--- config.mk ---
export PLATFORM = sky130hd
export DESIGN_NAME = uart_ring_fifo_xon_xoff_top
export DESIGN_NICKNAME = d
export VERILOG_FILES = /design/src/ufx_pkg.sv /design/src/ufx_ram.sv /design/src/ufx_front.sv /design/src/ufx_back.sv /design/src/uart_ring_fifo_xon_xoff_top.sv
export VERILOG_INCLUDE_DIRS = /design/src /design/src/src
export SDC_FILE = /design/constraint.sdc
export NUM_CORES = 2
export LEC_CHECK = 0
export ABC_AREA = 1
export BUFFER_PORTS_ARGS = -buffer_cell sky130_fd_sc_hd__buf_2
export CORE_UTILIZATION = 60
export CTS_CLUSTER_SIZE = 16
export DETAILED_ROUTE_END_ITERATION = 16
export PLACE_DENSITY = 0.76
export SLEW_MARGIN = 20
export SYNTH_ARGS = -nofsm -noshare
export SYNTH_HDL_FRONTEND = slang
export SYNTH_HIERARCHICAL = 1
export SYNTH_MEMORY_MAX_BITS = 65536
export SYNTH_SLANG_ARGS = --single-unit
--- constraint.sdc ---
create_clock -name clk -period 45.4 [get_ports clk]
set_input_delay 6.81 -clock clk [delete_from_list [all_inputs] [get_ports clk]]
set_output_delay 6.81 -clock clk [all_outputs]
set_load 0.05 [all_outputs]
--- src/uart_ring_fifo_xon_xoff_top_macros.svh ---
// Assertion helpers shared by the ring engine modules
`ifndef UART_RING_FIFO_XON_XOFF_TOP_MACROS_SVH
`define UART_RING_FIFO_XON_XOFF_TOP_MACROS_SVH

// same-cycle implication
`define UFX_ASSERT_IMPLY(label, ck, rn, ante, cons, msg) \
    label: assert property (@(posedge ck) disable iff (!rn) (ante) |-> (cons)) \
        else $error(msg);

// next-cycle implication
`define UFX_ASSERT_NEXT(label, ck, rn, ante, cons, msg) \
    label: assert property (@(posedge ck) disable iff (!rn) (ante) |=> (cons)) \
        else $error(msg);

// invariant
`define UFX_ASSERT_ALWAYS(label, ck, rn, cond, msg) \
    label: assert property (@(posedge ck) disable iff (!rn) (cond)) \
        else $error(msg);

`endif

--- src/ufx_pkg.sv ---
package ufx_pkg;

    localparam int DEPTH  = 256;
    localparam int PTR_W  = $clog2(DEPTH);
    localparam int FILL_W = 8;
    localparam int BYTE_W = 8;
    localparam int CMP_W  = (PTR_W > FILL_W) ? PTR_W : FILL_W;

    localparam int QDEPTH = 2;
    localparam int QPTR_W = $clog2(QDEPTH);
    localparam int QCNT_W = $clog2(QDEPTH + 1);

    localparam int CFG_IDX_W = 2;

    localparam logic [CFG_IDX_W-1:0] REG_FLOW_ENABLE = CFG_IDX_W'(0);
    localparam logic [CFG_IDX_W-1:0] REG_XOFF_LEVEL  = CFG_IDX_W'(1);
    localparam logic [CFG_IDX_W-1:0] REG_XON_LEVEL   = CFG_IDX_W'(2);

    localparam logic [BYTE_W-1:0] XON_CHAR  = 8'd17;
    localparam logic [BYTE_W-1:0] XOFF_CHAR = 8'd19;

    localparam logic [FILL_W-1:0] FULL_FILL = FILL_W'((DEPTH - 1) % (1 << FILL_W));

    localparam logic [FILL_W-1:0] XOFF_LEVEL_RST = 8'd192;
    localparam logic [FILL_W-1:0] XON_LEVEL_RST  = 8'd128;

    typedef enum logic [1:0] {
        EV_RX_BYTE    = 2'd0,
        EV_HOST_READ  = 2'd1,
        EV_HOST_WRITE = 2'd2,
        EV_TX_READY   = 2'd3
    } event_t;

    typedef enum logic {
        ST_IDLE = 1'b0,
        ST_EXEC = 1'b1
    } back_state_t;

    typedef struct packed {
        event_t              ev;
        logic [BYTE_W-1:0]   data;
    } cmd_t;

    typedef struct packed {
        logic [BYTE_W-1:0]   host_byte;
        logic                host_byte_valid;
        logic                write_accepted;
        logic                rx_dropped;
        logic [BYTE_W-1:0]   line_byte;
        logic                line_byte_valid;
        logic [FILL_W-1:0]   fill_count;
    } res_t;

    function automatic logic [PTR_W-1:0] ptr_inc(input logic [PTR_W-1:0] p);
        return (p == PTR_W'(DEPTH - 1)) ? '0 : p + 1'b1;
    endfunction

    function automatic logic [PTR_W-1:0] ring_count(input logic [PTR_W-1:0] head,
                                                    input logic [PTR_W-1:0] tail);
        return (head >= tail) ? head - tail : head + PTR_W'(DEPTH) - tail;
    endfunction

    function automatic logic [FILL_W-1:0] fill8(input logic [PTR_W-1:0] c);
        logic [CMP_W-1:0] wide;
        wide = CMP_W'(c);
        return wide[FILL_W-1:0];
    endfunction

endpackage

--- src/ufx_ram.sv ---
module ufx_ram #(
    parameter int WIDTH = 8,
    parameter int DEPTH = 256
) (
    input  logic                     clk,
    input  logic                     we,
    input  logic [$clog2(DEPTH)-1:0] waddr,
    input  logic [WIDTH-1:0]         wdata,
    input  logic [$clog2(DEPTH)-1:0] raddr,
    output logic [WIDTH-1:0]         rdata
);

    logic [WIDTH-1:0] mem_reg [DEPTH];
    logic [WIDTH-1:0] rdata_reg;

    always_ff @(posedge clk)
    begin
        if (we)
        begin
            mem_reg[waddr] <= wdata;
        end
        rdata_reg <= mem_reg[raddr];
    end

    assign rdata = rdata_reg;

endmodule

--- src/ufx_front.sv ---
`include "uart_ring_fifo_xon_xoff_top_macros.svh"

module ufx_front (
    input  logic          clk,
    input  logic          rst_n,
    input  logic          push,
    output logic          full,
    input  logic [1:0]    kind,
    input  logic [7:0]    data_byte,
    output logic          cmd_valid,
    output ufx_pkg::cmd_t cmd,
    input  logic          take
);

    import ufx_pkg::*;

    cmd_t              q_reg [QDEPTH];
    logic [QPTR_W-1:0] wr_ptr_reg, wr_ptr_next;
    logic [QPTR_W-1:0] rd_ptr_reg, rd_ptr_next;
    logic [QCNT_W-1:0] cnt_reg, cnt_next;
    logic              push_ok;
    cmd_t              decoded;

    assign full      = (cnt_reg == QCNT_W'(QDEPTH));
    assign cmd_valid = (cnt_reg != '0);
    assign cmd       = q_reg[rd_ptr_reg];
    assign push_ok   = push && !full;

    // classify the request; data matters only for line and host bytes
    always_comb
    begin
        decoded = '0;
        case (kind)
            EV_RX_BYTE:
            begin
                decoded.ev   = EV_RX_BYTE;
                decoded.data = data_byte;
            end
            EV_HOST_READ:
            begin
                decoded.ev = EV_HOST_READ;
            end
            EV_HOST_WRITE:
            begin
                decoded.ev   = EV_HOST_WRITE;
                decoded.data = data_byte;
            end
            default:
            begin
                decoded.ev = EV_TX_READY;
            end
        endcase
    end

    always_comb
    begin
        wr_ptr_next = wr_ptr_reg;
        rd_ptr_next = rd_ptr_reg;
        cnt_next    = cnt_reg;
        if (push_ok)
        begin
            wr_ptr_next = (wr_ptr_reg == QPTR_W'(QDEPTH - 1)) ? '0 : wr_ptr_reg + 1'b1;
        end
        if (take)
        begin
            rd_ptr_next = (rd_ptr_reg == QPTR_W'(QDEPTH - 1)) ? '0 : rd_ptr_reg + 1'b1;
        end
        case ({push_ok, take})
            2'b10:   cnt_next = cnt_reg + 1'b1;
            2'b01:   cnt_next = cnt_reg - 1'b1;
            default: cnt_next = cnt_reg;
        endcase
    end

    always_ff @(posedge clk or negedge rst_n)
    begin
        if (!rst_n)
        begin
            wr_ptr_reg <= '0;
            rd_ptr_reg <= '0;
            cnt_reg    <= '0;
        end
        else
        begin
            wr_ptr_reg <= wr_ptr_next;
            rd_ptr_reg <= rd_ptr_next;
            cnt_reg    <= cnt_next;
        end
    end

    always_ff @(posedge clk)
    begin
        if (push_ok)
        begin
            q_reg[wr_ptr_reg] <= decoded;
        end
    end

    `UFX_ASSERT_ALWAYS(a_q_cnt_range, clk, rst_n, cnt_reg <= QCNT_W'(QDEPTH), "queue overfilled")
    `UFX_ASSERT_ALWAYS(a_q_ptr_cnt, clk, rst_n, (wr_ptr_reg != rd_ptr_reg) == (cnt_reg == QCNT_W'(1)), "queue pointers disagree with count")

endmodule

--- src/ufx_back.sv ---
`include "uart_ring_fifo_xon_xoff_top_macros.svh"

module ufx_back (
    input  logic                             clk,
    input  logic                             rst_n,
    input  logic                             cmd_valid,
    input  ufx_pkg::cmd_t                    cmd,
    output logic                             take,
    input  logic                             cfg_valid,
    input  logic [ufx_pkg::CFG_IDX_W-1:0]    cfg_index,
    input  logic [7:0]                       cfg_data,
    output logic                             res_valid,
    output ufx_pkg::res_t                    res,
    input  logic                             pop
);

    import ufx_pkg::*;

    back_state_t       state_reg, state_next;
    logic              done;

    logic [PTR_W-1:0]  rx_head_reg, rx_head_next, rx_tail_reg, rx_tail_next;
    logic [PTR_W-1:0]  tx_head_reg, tx_head_next, tx_tail_reg, tx_tail_next;
    logic              peer_allowed_reg, peer_allowed_next;
    logic              peer_stopped_reg, peer_stopped_next;
    logic              control_pending_reg, control_pending_next;
    logic              transmit_request_reg, transmit_request_next;

    logic              flow_enable_reg, flow_enable_next;
    logic [FILL_W-1:0] xoff_level_reg, xoff_level_next;
    logic [FILL_W-1:0] xon_level_reg, xon_level_next;

    logic              out_valid_reg, out_valid_next;
    res_t              out_reg;
    res_t              result;

    logic              rx_we, tx_we;
    logic [BYTE_W-1:0] rx_rdata, tx_rdata;

    logic [PTR_W-1:0]  rx_nx, tx_nx, rx_cnt, tx_cnt, rx_cnt_after, tx_cnt_after;
    logic              rx_full, tx_full, rx_empty, tx_empty;
    logic              lvl_xoff, lvl_xon;

    ufx_ram #(.WIDTH(BYTE_W), .DEPTH(DEPTH)) u_rx_ram (
        .clk   (clk),
        .we    (rx_we),
        .waddr (rx_head_reg),
        .wdata (cmd.data),
        .raddr (rx_tail_reg),
        .rdata (rx_rdata)
    );

    ufx_ram #(.WIDTH(BYTE_W), .DEPTH(DEPTH)) u_tx_ram (
        .clk   (clk),
        .we    (tx_we),
        .waddr (tx_head_reg),
        .wdata (cmd.data),
        .raddr (tx_tail_reg),
        .rdata (tx_rdata)
    );

    always_comb
    begin
        state_next = state_reg;
        case (state_reg)
            ST_IDLE:
            begin
                if (cmd_valid)
                begin
                    state_next = ST_EXEC;
                end
            end
            ST_EXEC:
            begin
                if (!out_valid_reg || pop)
                begin
                    state_next = ST_IDLE;
                end
            end
            default: state_next = ST_IDLE;
        endcase
    end

    always_comb
    begin
        done = 1'b0;
        case (state_reg)
            ST_EXEC: done = !out_valid_reg || pop;
            default: done = 1'b0;
        endcase
    end

    assign take = done;

    assign rx_nx        = ptr_inc(rx_head_reg);
    assign tx_nx        = ptr_inc(tx_head_reg);
    assign rx_full      = (rx_nx == rx_tail_reg);
    assign tx_full      = (tx_nx == tx_tail_reg);
    assign rx_empty     = (rx_head_reg == rx_tail_reg);
    assign tx_empty     = (tx_head_reg == tx_tail_reg);
    assign rx_cnt       = ring_count(rx_head_reg, rx_tail_reg);
    assign tx_cnt       = ring_count(tx_head_reg, tx_tail_reg);
    assign rx_cnt_after = ring_count(rx_nx, rx_tail_reg);
    assign tx_cnt_after = ring_count(tx_nx, tx_tail_reg);
    assign lvl_xoff     = CMP_W'(rx_cnt) >= CMP_W'(xoff_level_reg);
    assign lvl_xon      = CMP_W'(rx_cnt) <= CMP_W'(xon_level_reg);

    always_comb
    begin
        rx_head_next          = rx_head_reg;
        rx_tail_next          = rx_tail_reg;
        tx_head_next          = tx_head_reg;
        tx_tail_next          = tx_tail_reg;
        peer_allowed_next     = peer_allowed_reg;
        peer_stopped_next     = peer_stopped_reg;
        control_pending_next  = control_pending_reg;
        transmit_request_next = transmit_request_reg;
        rx_we                 = 1'b0;
        tx_we                 = 1'b0;
        result                = '0;
        if (done)
        begin
            case (cmd.ev)
                EV_RX_BYTE:
                begin
                    if (!rx_full)
                    begin
                        rx_we             = 1'b1;
                        rx_head_next      = rx_nx;
                        result.fill_count = fill8(rx_cnt_after);
                    end
                    else
                    begin
                        result.rx_dropped = 1'b1;
                        result.fill_count = FULL_FILL;
                    end
                end
                EV_HOST_READ:
                begin
                    if (!rx_empty)
                    begin
                        result.fill_count      = fill8(rx_cnt);
                        result.host_byte       = rx_rdata;
                        result.host_byte_valid = 1'b1;
                        rx_tail_next           = ptr_inc(rx_tail_reg);
                        if (flow_enable_reg)
                        begin
                            if (lvl_xoff)
                            begin
                                peer_allowed_next = 1'b0;
                                if (!peer_stopped_reg)
                                begin
                                    peer_stopped_next     = 1'b1;
                                    control_pending_next  = 1'b1;
                                    transmit_request_next = 1'b1;
                                end
                            end
                            else if (lvl_xon)
                            begin
                                peer_stopped_next = 1'b0;
                                if (!peer_allowed_reg)
                                begin
                                    peer_allowed_next     = 1'b1;
                                    control_pending_next  = 1'b1;
                                    transmit_request_next = 1'b1;
                                end
                            end
                        end
                    end
                end
                EV_HOST_WRITE:
                begin
                    if (!tx_full)
                    begin
                        tx_we                 = 1'b1;
                        tx_head_next          = tx_nx;
                        result.fill_count     = fill8(tx_cnt_after);
                        result.write_accepted = 1'b1;
                        if (tx_cnt_after == PTR_W'(1))
                        begin
                            transmit_request_next = 1'b1;
                        end
                    end
                    else
                    begin
                        result.fill_count = FULL_FILL;
                    end
                end
                default:
                begin
                    if (transmit_request_reg)
                    begin
                        if (control_pending_reg)
                        begin
                            result.line_byte       = peer_allowed_reg ? XON_CHAR : XOFF_CHAR;
                            result.line_byte_valid = 1'b1;
                            result.fill_count      = fill8(tx_cnt);
                            control_pending_next   = 1'b0;
                        end
                        else if (!tx_empty)
                        begin
                            result.line_byte       = tx_rdata;
                            result.line_byte_valid = 1'b1;
                            result.fill_count      = fill8(tx_cnt);
                            tx_tail_next           = ptr_inc(tx_tail_reg);
                        end
                        else
                        begin
                            transmit_request_next = 1'b0;
                        end
                    end
                end
            endcase
        end
    end

    always_comb
    begin
        flow_enable_next = flow_enable_reg;
        xoff_level_next  = xoff_level_reg;
        xon_level_next   = xon_level_reg;
        if (cfg_valid)
        begin
            case (cfg_index)
                REG_FLOW_ENABLE: flow_enable_next = cfg_data[0];
                REG_XOFF_LEVEL:  xoff_level_next  = cfg_data;
                REG_XON_LEVEL:   xon_level_next   = cfg_data;
                default:         flow_enable_next = flow_enable_reg;
            endcase
        end
    end

    always_comb
    begin
        out_valid_next = out_valid_reg;
        if (done)
        begin
            out_valid_next = 1'b1;
        end
        else if (pop)
        begin
            out_valid_next = 1'b0;
        end
    end

    always_ff @(posedge clk or negedge rst_n)
    begin
        if (!rst_n)
        begin
            state_reg            <= ST_IDLE;
            rx_head_reg          <= '0;
            rx_tail_reg          <= '0;
            tx_head_reg          <= '0;
            tx_tail_reg          <= '0;
            peer_allowed_reg     <= 1'b1;
            peer_stopped_reg     <= 1'b0;
            control_pending_reg  <= 1'b0;
            transmit_request_reg <= 1'b0;
            flow_enable_reg      <= 1'b1;
            xoff_level_reg       <= XOFF_LEVEL_RST;
            xon_level_reg        <= XON_LEVEL_RST;
            out_valid_reg        <= 1'b0;
        end
        else
        begin
            state_reg            <= state_next;
            rx_head_reg          <= rx_head_next;
            rx_tail_reg          <= rx_tail_next;
            tx_head_reg          <= tx_head_next;
            tx_tail_reg          <= tx_tail_next;
            peer_allowed_reg     <= peer_allowed_next;
            peer_stopped_reg     <= peer_stopped_next;
            control_pending_reg  <= control_pending_next;
            transmit_request_reg <= transmit_request_next;
            flow_enable_reg      <= flow_enable_next;
            xoff_level_reg       <= xoff_level_next;
            xon_level_reg        <= xon_level_next;
            out_valid_reg        <= out_valid_next;
        end
    end

    always_ff @(posedge clk)
    begin
        if (done)
        begin
            out_reg <= result;
        end
    end

    assign res_valid = out_valid_reg;
    assign res       = out_reg;

    `UFX_ASSERT_IMPLY(a_pending_needs_req, clk, rst_n, control_pending_reg, transmit_request_reg, "control char pending without transmit request")
    `UFX_ASSERT_IMPLY(a_stopped_not_allowed, clk, rst_n, peer_stopped_reg, !peer_allowed_reg, "peer stopped and allowed at once")
    `UFX_ASSERT_NEXT(a_done_loads_result, clk, rst_n, done, out_valid_reg, "finished request left no result")

endmodule

--- src/uart_ring_fifo_xon_xoff_top.sv ---
// Channel   | Handshake             | Payload
// ----------+-----------------------+-----------------------------------------
// request   | push / full           | kind, data_byte
// result    | empty / pop           | host_byte, host_byte_valid, write_accepted,
//           |                       | rx_dropped, line_byte, line_byte_valid,
//           |                       | fill_count
// config    | cfg_valid / cfg_ready | cfg_index, cfg_data
//
// A request first reads the ring memory at the tail pointer (back end in ST_IDLE),
// then updates pointers, writes the ring and loads the result in ST_EXEC.
// Requests queue two deep in front; results wait in a one-entry output register,
// and a result not yet popped holds the back end in ST_EXEC.
// Reset clears pointers, presets flow flags and config; ring RAMs are not cleared.
// The config port is always ready.
module uart_ring_fifo_xon_xoff_top (
    input  logic                          clk,
    input  logic                          rst_n,
    input  logic                          push,
    output logic                          full,
    input  logic [1:0]                    kind,
    input  logic [7:0]                    data_byte,
    output logic                          empty,
    input  logic                          pop,
    output logic [7:0]                    host_byte,
    output logic                          host_byte_valid,
    output logic                          write_accepted,
    output logic                          rx_dropped,
    output logic [7:0]                    line_byte,
    output logic                          line_byte_valid,
    output logic [7:0]                    fill_count,
    input  logic                          cfg_valid,
    output logic                          cfg_ready,
    input  logic [ufx_pkg::CFG_IDX_W-1:0] cfg_index,
    input  logic [7:0]                    cfg_data
);

    import ufx_pkg::*;

    logic cmd_valid;
    cmd_t cmd;
    logic take;
    logic res_valid;
    res_t res;

    ufx_front u_front (
        .clk       (clk),
        .rst_n     (rst_n),
        .push      (push),
        .full      (full),
        .kind      (kind),
        .data_byte (data_byte),
        .cmd_valid (cmd_valid),
        .cmd       (cmd),
        .take      (take)
    );

    ufx_back u_back (
        .clk       (clk),
        .rst_n     (rst_n),
        .cmd_valid (cmd_valid),
        .cmd       (cmd),
        .take      (take),
        .cfg_valid (cfg_valid),
        .cfg_index (cfg_index),
        .cfg_data  (cfg_data),
        .res_valid (res_valid),
        .res       (res),
        .pop       (pop && res_valid)
    );

    assign cfg_ready       = 1'b1;
    assign empty           = !res_valid;
    assign host_byte       = res.host_byte;
    assign host_byte_valid = res.host_byte_valid;
    assign write_accepted  = res.write_accepted;
    assign rx_dropped      = res.rx_dropped;
    assign line_byte       = res.line_byte;
    assign line_byte_valid = res.line_byte_valid;
    assign fill_count      = res.fill_count;

endmodule
# [Word-level counts from Yosys, hierarchy flattened]
# Memories as Yosys holds them, arrays and structs flattened. A register that Yosys moved wholly into a read port is not among the register bits.
# Index checks and enable logic that the tools add are counted.
[totals] out_inout_bits=31 ff_bits=87 ram_bits=4116 word_cells=159 n_memories=3 input_bits=25
[op_classes] n_mux=55 magnitude_cmp=2 bitwise_logic=11 n_reduce_logical=28 n_addsub=12 eq_ne=25
[memory_table] memory="u_back.u_rx_ram.mem_reg" depth=256 width=8 rd=1 rd_ports_with_merged_regs=1 write_ports=1 line="ufx_ram.sv:13" text="logic [WIDTH-1:0] mem_reg [DEPTH];"
[memory_table] memory="u_back.u_tx_ram.mem_reg" depth=256 width=8 rd=1 rd_ports_with_merged_regs=1 write_ports=1 line="ufx_ram.sv:13"
[memory_table] memory="u_front.q_reg" depth=2 width=10 rd=1 rd_ports_with_merged_regs=0 write_ports=1 line="ufx_front.sv:17" text="cmd_t q_reg [QDEPTH];"
[ops] cell="two-way mux 8 bit" n=9
[ops] cell="two-way mux 1 bit" n=37
[ops] cell="two-way mux 17 bit" n=2
[ops] cell="adder 8 x 1 -> 8 bit, second input constant" n=4
[ops] cell="== test 8 bit" n=4
[ops] cell="== test 8 bit, second input constant" n=4
[ops] cell="subtractor 8 bit" n=4
[ops] cell="case mux 8 bit (3 select lines)" n=1
[ops] cell="NOT 1 bit" n=11
[ops] cell="== test 2 bit, second input constant" n=5
[ops] cell="AND reduction 5 bit" n=2
[ops] cell="nonzero test 2 bit" n=5
[ops] cell="AND reduction 3 bit" n=3
[ops] cell="AND reduction 9 bit" n=1
[ops] cell="== test 2 x 1 -> 1 bit, second input constant" n=4
[ops] cell="== test 8 x 1 -> 1 bit, second input constant" n=1
[ops] cell="greater-or-equal comparator 8 bit" n=1
[ops] cell="<= comparator 8 bit" n=1
[ops] cell="AND reduction 8 bit" n=1
[ops] cell="zero test 2 bit" n=3
[ops] cell="!= test 3 bit, second input constant" n=2
[ops] cell="case mux 2 bit (3 select lines)" n=1
[ops] cell="AND reduction 2 bit" n=3
[ops] cell="OR reduction 2 bit" n=3
[ops] cell="other kinds (15)" n=21

# [Logic depth before layout (Yosys ltp)]
[depth] ltp_word=8 mapped_depth=24 ltp_nobuf=24

# [Modules after synthesis]
# The synthesis kept the hierarchy.
[modules_own_cells] mod="ufx_ram" instances=2 seq_area_each_um2=61659.1 cells_per_inst=7003 area_per_inst_um2=83396.2
[modules_own_cells] mod="ufx_back" instances=1 seq_area_each_um2=2223.4 cells_per_inst=739 area_per_inst_um2=5869.4
[modules_own_cells] mod="ufx_front" instances=1 seq_area_each_um2=700.7 cells_per_inst=98 area_per_inst_um2=1026.0
[modules_own_cells] mod="uart_ring_fifo_xon_xoff_top" instances=1 seq_area_each_um2=0.0 cells_per_inst=5 area_per_inst_um2=22.5

# [Least setup slack after synthesis]
# OpenSTA, ideal clock, no wires.
[synth_path] path_type="reg-to-reg" startpoint="reg u_front.rd_ptr_reg" endpoint="mem u_back.u_rx_ram.mem_reg[0][0], data pin" required_time_ps=41232 setup_time_ps=4168 slack_ps=20918 path_stages_with_launch=3 arrival_ps=20314 cell_sequence="dfrtp_1 -> buf_2 -> o21ai_0"
[synth_lines] item="start, declared" line="ufx_front.sv:19" text="logic [QPTR_W-1:0] rd_ptr_reg, rd_ptr_next;"
[synth_lines] item="start signal, assigned" line="ufx_front.sv:86" text="rd_ptr_reg <= rd_ptr_next;"
[synth_lines] item="end, declared" line="ufx_ram.sv:13"

# [Final worst setup path]
[layout_path] startpoint="in pop" endpoint="mem u_back.u_tx_ram.mem_reg[114][6], enable pin"
[layout_between] elab_chain_cells=6
[layout_lines] item="start, declared" line="uart_ring_fifo_xon_xoff_top.sv:23" text="input logic pop,"
[layout_lines] item="logical AND 1 bit" line="uart_ring_fifo_xon_xoff_top.sv:68" text=".pop (pop && res_valid)"
[layout_lines] item="logical OR 1 bit" line="ufx_back.sv:88" text="ST_EXEC: done = !out_valid_reg || pop;"
[layout_lines] item="two-way mux 1 bit" line="ufx_back.sv:87" text="case (state_reg)"
[layout_lines] item="via take" line="uart_ring_fifo_xon_xoff_top.sv:41" text="logic take;"
[layout_lines] item="two-way mux 1 bit" line="ufx_back.sv:121" text="if (done)"
[layout_lines] item="via u_back.tx_we" line="ufx_back.sv:37" text="logic rx_we, tx_we;"
[layout_lines] item="two-way mux 1 bit" line="ufx_ram.sv:18" text="if (we)"
[layout_lines] item="two-way mux 1 bit (implied by the code)" line="ufx_ram.sv:20" text="mem_reg[waddr] <= wdata;"
[layout_lines] item="end, declared" line="ufx_ram.sv:13"
# The timed path passes the listed nets, and every way through them passes these cells.

==> flow_summary_export.csv <==
group,metric,value,unit
outcome,status,"finished, final reports clean",
global_routing,grt_pass1_vias,109867,
setup_path,slowest_stage,"inv_2",
pwr,power_switching,0.00492,W
synth,ys.flop_type,"edfxtp_1",
global_routing,grt_usage,0.310,
setup_path,worstPathArrival,10.94,ns
clock_tree,htree_levels,5,
synth,synth_top_cell_by_area,"edfxtp_1",
synth,synth_top_area_share,0.716,
synth,synthMuxAreaShare,0,
final_layout,fin_cells,18619,
sta,setup_viol,0,
setup_path,crit_top_cell,"nand2_1",
placed_design,gp_congestion,0.960,
clock_tree,cts_buffers,408,
synth,yosys.area_share.xor_xnor,0.00161,
synth,async_flop_share,0.0140,
setup_path,cp_num_buf_inv,5,
synth,synth_seq_cells,4219,
floorplan,rows,197,
synth,synth.distinct_cells,52,
setup_path,critPathRequiredTime,45.97,ns
pwr,p_comb_frac,0.342,
routing,routed_wl,462,mm
setup_path,cp_slowest_stage_delay,0.88,ns
sta,skew,0.0565,ns
synth,syn_inst,14848,
routing,ant_nets,0,
clock_tree,clock_sinks,4219,
routing,drcViolationCount,0,
routing,viasPerCell,6.28,
floorplan,design.die.area,292000,um^2
setup_path,startpoint_type,"primary input",
routing,dr.pass1.iters,9,
routing,vias,116993,
clock_tree,clk_pin_slew,0.06,ns
clock_tree,clk_latency,0.97,ns
placed_design,dp_hpwl,263,mm
final_layout,nets,14578,
sta,worst_slew_pin_slew,1.20,ns
placed_design,dp_cells,17865,
clock_tree,cts_setup_buffers,0,
pwr,pwr-share-clk,0.268,
sta,max_freq,96.5,MHz
pwr,power_density,67.7,nW/um^2
synth,ys_warn_count,6,
clock_tree,cts_hold_buffers,0,
setup_path,cp_max_fo,32,
floorplan,fp.dieH,540,um
final_layout,synthToLayoutAreaGrowth,8.80,%
worst_hold_path,hold_class,"flop to flop",
routing,drt_iter0_drc,17688,
floorplan,initial_core_util,0.603,
floorplan,pin_count,56,
synth,synth_fa_ha_area_frac,0.00428,
clock_tree,cts_resized,0,
clock_tree,max-clock-path-buffers,4,
global_routing,antenna_found_initial,20,
global_routing,grt_max_degree,262,
clock_tree,clockRootBuffer,"clkbuf_16",
run,max_cap_viol_count,0,
sta,hold_viol,0,
final_layout,nFillCells,20218,
final_layout,drive_above_1_share,0.0607,
placed_design,port_buffers,54,
sta,min_period,10.37,ns
synth,synth_area,174000,um^2
placed_design,placed_cell_area,175000,um^2
sta,fin_crit_sh,0.228,
synth,synth_nets,14930,
synth,synth_compound_area_frac,0.00382,
floorplan,core_area,288000,um^2
synth,synth-simple-area-share,0.230,
pwr,p_int,0.00788,W
pwr,irDropWorstVdd,0.108,mV
pwr,p_seq_frac,0.390,
routing,wl_per_cell,24.8,um
synth,synth_top_family_by_area,"simple AND/OR/NAND/NOR gates",
pwr,p_sw_frac,0.385,
synth,synth_area_leaders,"edfxtp_1 (72%), nand3_1 (12%), nand2_1 (9.6%)",
sta,rsz0062_at_grt,"no",
synth,synth-edff-count,4144,
clock_tree,cts_tree,"done",
setup_path,critPathTopFamily,"simple AND/OR/NAND/NOR gates",
setup_path,endpoint_kind,"flop",
final_layout,design_area,189000,um^2
setup_path,path_cells,"buf_2 > nand2_1 > inv_1 > inv_1 > nand2_1 > nand2_1 > inv_2 > nand2_2 > inv_2 > nand2_2 > nor2_1",
synth,ys_seq_area_frac,0.727,
sta,setup_tns,0,ns
sta,hold_slack,0.485,ns
floorplan,die_x,540,um
global_routing,grt_pass1_wl,678,mm
synth,synth.avg_cell_area,11.7,um^2
sta,drv_slew,0,
pwr,cellLeakagePower,66.4,nW
global_routing,gr-total-overflow,0,
setup_path,worst-setup-path-type,"primary input to flop",
sta,relSlewSlack,0.195,
## logic make-up (layout without fill, tap and decap cells)
logic type	after synthesis	count (layout)
buffers and inverters	1213	1198
and+or+nand+nor	9205	9205
DFF	4219	4219
xor gates and xnor gates	32	32
adders and majority gates	57	57
AOI/OAI and AO/OA	121	121
other	1	6
## final cells by class
type | count | area [um^2] | share of cell area
Timing Repair Buffer | 215 | 1730 | 0.00916
Multi-Input combinational cell | 9416 | 41700 | 0.221
Inverter | 236 | 956 | 0.00506
Clock buffer | 506 | 10800 | 0.0571
Clock inverter | 241 | 2770 | 0.0147
Sequential cell | 4219 | 126000 | 0.668
Antenna cell | 5 | 12.5 | 0.0000662
Tap cell | 3781 | 4730 | 0.0250
## Yosys cell counts (14+ instances only)
| library cell | instances |
|---|---|
| nand2_1 | 4428 |
| edfxtp_1 | 4144 |
| nand3_1 | 4088 |
| nor2_1 | 627 |
| buf_2 | 539 |
| clkbuf_1 | 229 |
| inv_1 | 224 |
| buf_4 | 93 |
| buf_1 | 80 |
| dfrtp_1 | 54 |
| ha_1 | 53 |
| o21ai_0 | 51 |
| a21oi_1 | 35 |
| buf_6 | 34 |
| xor2_1 | 25 |
| dfxtp_1 | 16 |
| o21ai_1 | 14 |
## power groups by stage
stage	Clock, W	Combinational [W]	Sequential, W
6_report	0.00343	0.00438	0.00499
5_1_grt	0.00359	0.00465	0.00500
4_1_cts	0.00345	0.00425	0.00499
3_5_place_dp	0	0.00422	0.00507
3_3_place_gp	0	0.00417	0.00507
2_1_floorplan	0	0.00277	0.00568
## worst register-to-register path: cells and delay by family, from the launching register on
| family | cells | cell delay (ns) |
|---|---|---|
| flip-flops | 1 | 0.88 |
| adder cells (fa/ha/maj) | 1 | 0.42 |
| buffers and inverters | 3 | 1.49 |
| AND/OR/NAND/NOR | 7 | 2.32 |
## stage by stage
stage | total power, W | utilization | setup slack, ns
2_1_floorplan | 0.00845 | - | 20.92
3_5_place_dp | 0.00929 | 0.609 | 34.29
5_1_grt | 0.0132 | 0.656 | 34.92
3_3_place_gp | 0.00924 | 0.609 | 34.21
4_1_cts | 0.0127 | 0.656 | 35.29
6_report | 0.0128 | 0.657 | 35.03
## layer usage
metal / routed length [um] / global-route usage / vias to the layer above
li1: - / - / 51733
met1: 168000 / 0.420 / 55752
met2: 211000 / 0.482 / 8256
met3: 60200 / 0.0725 / 1240
met4: 22900 / 0.142 / 12
met5: 80 / 0 / -
## cell usage in the layout, fill, tap and decap left out, types with 9 or more instances in the layout
master,synthesis,final
a21oi_1,35,35
buf_12,0,17
buf_2,539,54
buf_4,93,142
bufinv_16,0,51
clkbuf_1,229,83
clkbuf_16,0,415
clkinv_1,0,69
clkinv_2,0,75
clkinvlp_4,0,15
dfrtp_1,54,42
dfrtp_4,0,9
dfxtp_1,16,16
edfxtp_1,4144,4144
ha_1,53,53
inv_1,224,219
nand2_1,4428,4418
nand2_2,5,15
nand3_1,4088,4088
nand4_1,13,13
nor2_1,627,627
o21ai_0,51,49
xor2_1,25,25
## worst paths after layout
check	startpoint	slack, ns	end	cells after the start
worst max-delay path	pop	35.03	u_back/u_tx_ram/mem_reg[114][6]$_DFFE_PP_	11
worst min-delay path	u_front/cnt_reg[1]$_DFFE_PN0P_	0.49	u_front/cnt_reg[1]$_DFFE_PN0P_	2
worst max register to register	u_back/tx_tail_reg[0]$_DFFE_PN0P_	39.90	u_back/u_tx_ram/mem_reg[114][6]$_DFFE_PP_	11
worst min register to register	u_front/cnt_reg[1]$_DFFE_PN0P_	0.49	u_front/cnt_reg[1]$_DFFE_PN0P_	2
max in group asynchronous	rst_n	38.66	u_back/rx_tail_reg[2]$_DFFE_PN0P_	2
min in group asynchronous	rst_n	6.00	u_back/xoff_level_reg[5]$_DFFE_PN0P_	2
No activity file was read; power rests on OpenSTA's default activity.
